[config.mk]
export PLATFORM = sky130hd
export DESIGN_NAME = grbr_step
export DESIGN_NICKNAME = d
export VERILOG_FILES = /design/src/hw/rtl/grbr_pkg.sv /design/src/hw/rtl/grbr_step.sv
export SDC_FILE = /design/constraint.sdc
export NUM_CORES = 1
export LEC_CHECK = 0
export ABC_AREA = 1
export ABC_CLOCK_PERIOD_IN_PS = 12300
export BUFFER_PORTS_ARGS = -buffer_cell sky130_fd_sc_hd__buf_2
export CELL_PAD_IN_SITES_DETAIL_PLACEMENT = 1
export CELL_PAD_IN_SITES_GLOBAL_PLACEMENT = 1
export CORE_MARGIN = 2
export CORE_UTILIZATION = 39
export DETAILED_ROUTE_END_ITERATION = 12
export GPL_ROUTABILITY_DRIVEN = 1
export PLACE_DENSITY = 0.79
export SYNTH_ARGS = -nofsm -noshare
export SYNTH_HDL_FRONTEND = slang
export SYNTH_SLANG_ARGS = --single-unit
[constraint.sdc]
create_clock -name vclk -period 12.3
set_input_delay 2.46 -clock vclk [all_inputs]
set_output_delay 2.46 -clock vclk [all_outputs]
set_load 0.05 [all_outputs]
[src/hw/rtl/grbr_pkg.sv]
`timescale 1ns / 1ps
// ----------------------------------------------------------------------------
// grbr_pkg: shared types and helpers for the gamma run-length block rank core
// Request and response words, block type codes, state codes, step results.
// ----------------------------------------------------------------------------
package grbr_pkg;

    localparam int GRBR_STORE_WORDS = 1024;

    localparam logic OP_WRITE = 1'b0;
    localparam logic OP_QUERY = 1'b1;

    localparam logic [2:0] BT_RUNS_ZERO = 3'd0;
    localparam logic [2:0] BT_RUNS_ONE  = 3'd1;
    localparam logic [2:0] BT_PLAIN     = 3'd2;
    localparam logic [2:0] BT_ZEROS     = 3'd3;
    localparam logic [2:0] BT_ONES      = 3'd4;

    typedef struct packed {
        logic        operation;
        logic [9:0]  word_address;
        logic [63:0] word_value;
        logic [2:0]  block_type;
        logic [15:0] start_bit;
        logic [8:0]  rank_len;
    } req_t;

    typedef struct packed {
        logic [8:0] ones_count;
        logic       last_bit;
    } rsp_t;

    // outcome of one pass of the shared decode unit
    typedef struct packed {
        logic [6:0]  adv;       // bits consumed
        logic [16:0] run_len;   // gamma run length, at least 1
        logic [6:0]  ones;      // popcount of the leading bits (plain)
        logic        last;      // last counted bit (plain)
    } step_t;

    typedef enum logic [6:0] {
        ST_IDLE   = 7'b0000001,
        ST_REDUCE = 7'b0000010,
        ST_LOADA  = 7'b0000100,
        ST_LOADB  = 7'b0001000,
        ST_LOADC  = 7'b0010000,
        ST_RUN    = 7'b0100000,
        ST_RESULT = 7'b1000000
    } state_t;

    function automatic logic [6:0] popcount64(input logic [63:0] x);
        logic [63:0] a;
        logic [63:0] b;
        logic [63:0] c;
        logic [6:0]  s;
        a = x - ((x >> 1) & 64'h5555555555555555);
        b = (a & 64'h3333333333333333) + ((a >> 2) & 64'h3333333333333333);
        c = (b + (b >> 4)) & 64'h0F0F0F0F0F0F0F0F;
        s = '0;
        for (int i = 0; i < 8; i++)
        begin
            s = s + 7'(c[8*i +: 8]);
        end
        return s;
    endfunction

endpackage

[src/hw/rtl/grbr_step.sv]
`timescale 1ns / 1ps
// ----------------------------------------------------------------------------
// grbr_step: shared decode unit
// Decodes one gamma code, or counts up to 64 plain bits, from a bit window.
// ----------------------------------------------------------------------------
module grbr_step
    import grbr_pkg::*;
(
    input  logic [63:0] window,
    input  logic        plain,
    input  logic [8:0]  remain,
    output step_t       step
);

    logic [4:0]  zeros;
    logic        found;
    logic [32:0] code;
    logic [32:0] value;
    logic [6:0]  take;
    logic [63:0] mask;
    logic [5:0]  last_idx;

    always_comb
    begin
        zeros = 5'd16;
        found = 1'b0;
        for (int i = 0; i < 16; i++)
        begin
            if (!found && window[63 - i])
            begin
                zeros = 5'(i);
                found = 1'b1;
            end
        end
        // top 2z+1 bits hold the code; the prefix zeros add nothing
        code  = window[63:31];
        value = code >> (6'd32 - {zeros, 1'b0});

        take     = (remain > 9'd64) ? 7'd64 : remain[6:0];
        mask     = ~({64{1'b1}} >> take);
        last_idx = 6'(7'd64 - take);

        step.run_len = (value[16:0] == 17'd0) ? 17'd1 : value[16:0];
        step.adv     = plain ? 7'd64 : ({1'b0, zeros, 1'b0} + 7'd1);
        step.ones    = popcount64(window & mask);
        step.last    = window[last_idx];
    end

endmodule

==> impl_metrics.ini <==
[placed_design]
post_dp_cell_area_sq_um = 12600
place.detailed.hpwl_mm = 39.6
place.gp.congestion = 1.00
placement.io_buffers = 106

[job]
timing.max_cap.violations = 0

[synth]
post_synth.cell_area_avg_sq_um = 5.80
postSynthNetCount = 1989
synthMostInstantiatedCell = sky130_fd_sc_hd__nand2_1
yosys-top-cells-area = sky130_fd_sc_hd__ha_1 (17%), sky130_fd_sc_hd__nand2_1 (14%), sky130_fd_sc_hd__inv_1 (13%)
synth-warning-count = 0
ys_types = 57
synth.yosys.seq_area_share_pct = 0
synth_cells = 1729
synth_top_cells_by_count = sky130_fd_sc_hd__nand2_1 (363), sky130_fd_sc_hd__inv_1 (349), sky130_fd_sc_hd__nand3_1 (235), sky130_fd_sc_hd__ha_1 (139), sky130_fd_sc_hd__nor2_1 (123)
syn_area_sq_um = 10000
yosysTopAreaCellShare_pct = 17.3
synth_area_leader_cell = sky130_fd_sc_hd__ha_1

[setup_path]
critPathLaunch = remain[5]
crit_end = step[4]
timing.critical_path.required_ns = 9.84
cp_data_arrival_time_ns = 10.13
worst_setup_path_start_kind = primary input
path_class = primary input to primary output
path_max_fanout = 3
worstSetupEndpointType = primary output
timing.critical_path.slowest_cell_delay_ns = 0.54
crit_slowest_cell = sky130_fd_sc_hd__fa_2

[global_route]
aggregate_global_route_resource_usage_pct = 33.4
grt_first_pass_wirelength_mm = 71.3
grt_start_max_net_pins = 62
first_global_vias = 13542
number_of_antenna_violations_at_the_first_check_in_global_routing = 0
grt.overflow.total = 0

[finish]
area_growth_pct = 28.6
clockBufferCount = 0
final_cell_area_sq_um = 12900
layout-drive-gt1-share_pct = 24.3
layout.filler_cells = 3607
seq_area_sq_um = 0
finish.net_count = 2284
sequential_cell_total = 0
diodes = 0

[route]
drt_initial_violations = 892
drcViolationCount = 0
post_dr_wirelength_cell_microns = 19.4
detail-route-antenna-nets = 0
vias_per_cell = 5.48
detail_route.first_pass.iterations = 5
route.final.wire_length_mm = 45.6
num_vias = 12890

[floorplan]
die_width_microns = 164
dieHeight_microns = 164
core_sq_um = 25200
die-area_sq_um = 27000
core.rowCount = 58
initial_utilization_pct = 39.8
design.portCount = 106

[status]
failed_checks = negative setup slack
status = complete, but fails checks

[timing]
hold_violations = 0
grt_setup_unrepaired = true
finalMaxSlewViolations = 0
fin_setup_tns_ns = -0.934
max_clock_freq_ghz = 0.0794
post-route-min-period_ns = 12.59
final_critical_path_setup_slack_ns = -0.287
timing_worst_slew_pin_value_ns = 1.03
layout_worst_path_cycle_share_pct = 102
report.final.setup_viol = 4
hold_ws_ns = 5.27
maxSlewHeadroom_pct = 31.5

[hold_path]
hold_path_class = primary input to primary output

[clock_tree]
cts_hold_buffers = 0
[per-stage QoR]
step / setup WS (ns) / utilization (%) / instances
floorplan: -0.201 / - / 1729
global placement: -0.230 / 50.0 / 2339
detailed placement: -0.523 / 50.0 / 2339
CTS: -0.160 / 50.7 / 2346
global route: -0.542 / 51.2 / 2352
finish: -0.287 / 51.2 / 2352
[cell usage in the layout, fill, tap and decap left out, types with 3 or more instances in the layout]
master                       n
sky130_fd_sc_hd__a211oi_1    4
sky130_fd_sc_hd__a21oi_1    93
sky130_fd_sc_hd__a21oi_2     8
sky130_fd_sc_hd__a21oi_4     3
sky130_fd_sc_hd__a31oi_1     8
sky130_fd_sc_hd__buf_2      97
sky130_fd_sc_hd__buf_4     224
sky130_fd_sc_hd__buf_6       7
sky130_fd_sc_hd__fa_1       41
sky130_fd_sc_hd__fa_2        6
sky130_fd_sc_hd__ha_1      127
sky130_fd_sc_hd__ha_2        6
sky130_fd_sc_hd__ha_4        6
sky130_fd_sc_hd__inv_1     336
sky130_fd_sc_hd__inv_2      28
sky130_fd_sc_hd__inv_4       4
sky130_fd_sc_hd__nand2_1   354
sky130_fd_sc_hd__nand2_2    23
sky130_fd_sc_hd__nand2_4     6
sky130_fd_sc_hd__nand3_1   235
sky130_fd_sc_hd__nand3_2     7
sky130_fd_sc_hd__nand3b_1    3
sky130_fd_sc_hd__nand4_1    25
sky130_fd_sc_hd__nor2_1    120
sky130_fd_sc_hd__nor2_2     14
sky130_fd_sc_hd__nor2_4      9
sky130_fd_sc_hd__nor3_1     11
sky130_fd_sc_hd__nor4_1      3
sky130_fd_sc_hd__o211ai_1    6
sky130_fd_sc_hd__o21ai_0    61
sky130_fd_sc_hd__o21ai_1    17
sky130_fd_sc_hd__o21ai_2    14
sky130_fd_sc_hd__o21bai_1   16
sky130_fd_sc_hd__xnor2_1    19
sky130_fd_sc_hd__xor2_1     35
sky130_fd_sc_hd__xor2_2      5
[layer usage]
metal  up-vias  track usage (%)  wire length (microns)
met5         -                0                      0
met4         0             10.4                   1660
met3       103             2.32                   2480
met2       441             60.1                  22200
met1      6261             42.4                  19300
li1       6085                -                      -
[area by class of cell]
| type | count | area, sq um | share of cell area [%] |
|---|---|---|---|
| Timing Repair Buffer | 331 | 2300 | 17.8 |
| Multi-Input combinational cell | 1320 | 8770 | 68.0 |
| Inverter | 371 | 1420 | 11.0 |
| Tap cell | 330 | 413 | 3.20 |
[kinds of logic after synthesis]
logic type | Yosys count | synth area share (%)
adder cells (fa/ha/maj) | 186 | 26.7
buffers and inverters | 409 | 16.0
XOR/XNOR | 63 | 5.50
AO/OA/AOI/OAI | 252 | 14.8
AND/OR/NAND/NOR | 819 | 37.0
[worst min-delay path by stage]
stage           from       end  slack [ns]  cells past startpoint
2_1_floorplan  plain  step[31]        5.09                      1
6_report       plain  step[31]        5.27                      2
4_1_cts        plain  step[31]        5.27                      2
5_1_grt        plain  step[31]        5.28                      2
3_5_place_dp   plain  step[31]        5.27                      2
3_3_place_gp   plain  step[31]        5.26                      2
[repair_timing]
item	4_1_cts	5_1_grt
gates cloned	0	0
resized for setup	36	21
endpoints found under the setup margin	4	5
setup buffers	7	6
pin swaps	36	11
[critical path, delay by kind of cell]
kind | cells | cell delay (ns)
adders and majority gates | 12 | 4.33
AOI/OAI and AO/OA | 8 | 1.25
and+or+nand+nor | 8 | 0.93
buffers and inverters | 11 | 0.84
xor gates and xnor gates | 2 | 0.32
Power is left out: the tool's default activity adds up to more than one toggle a clock period on the data nets, which glitch-free logic cannot reach.
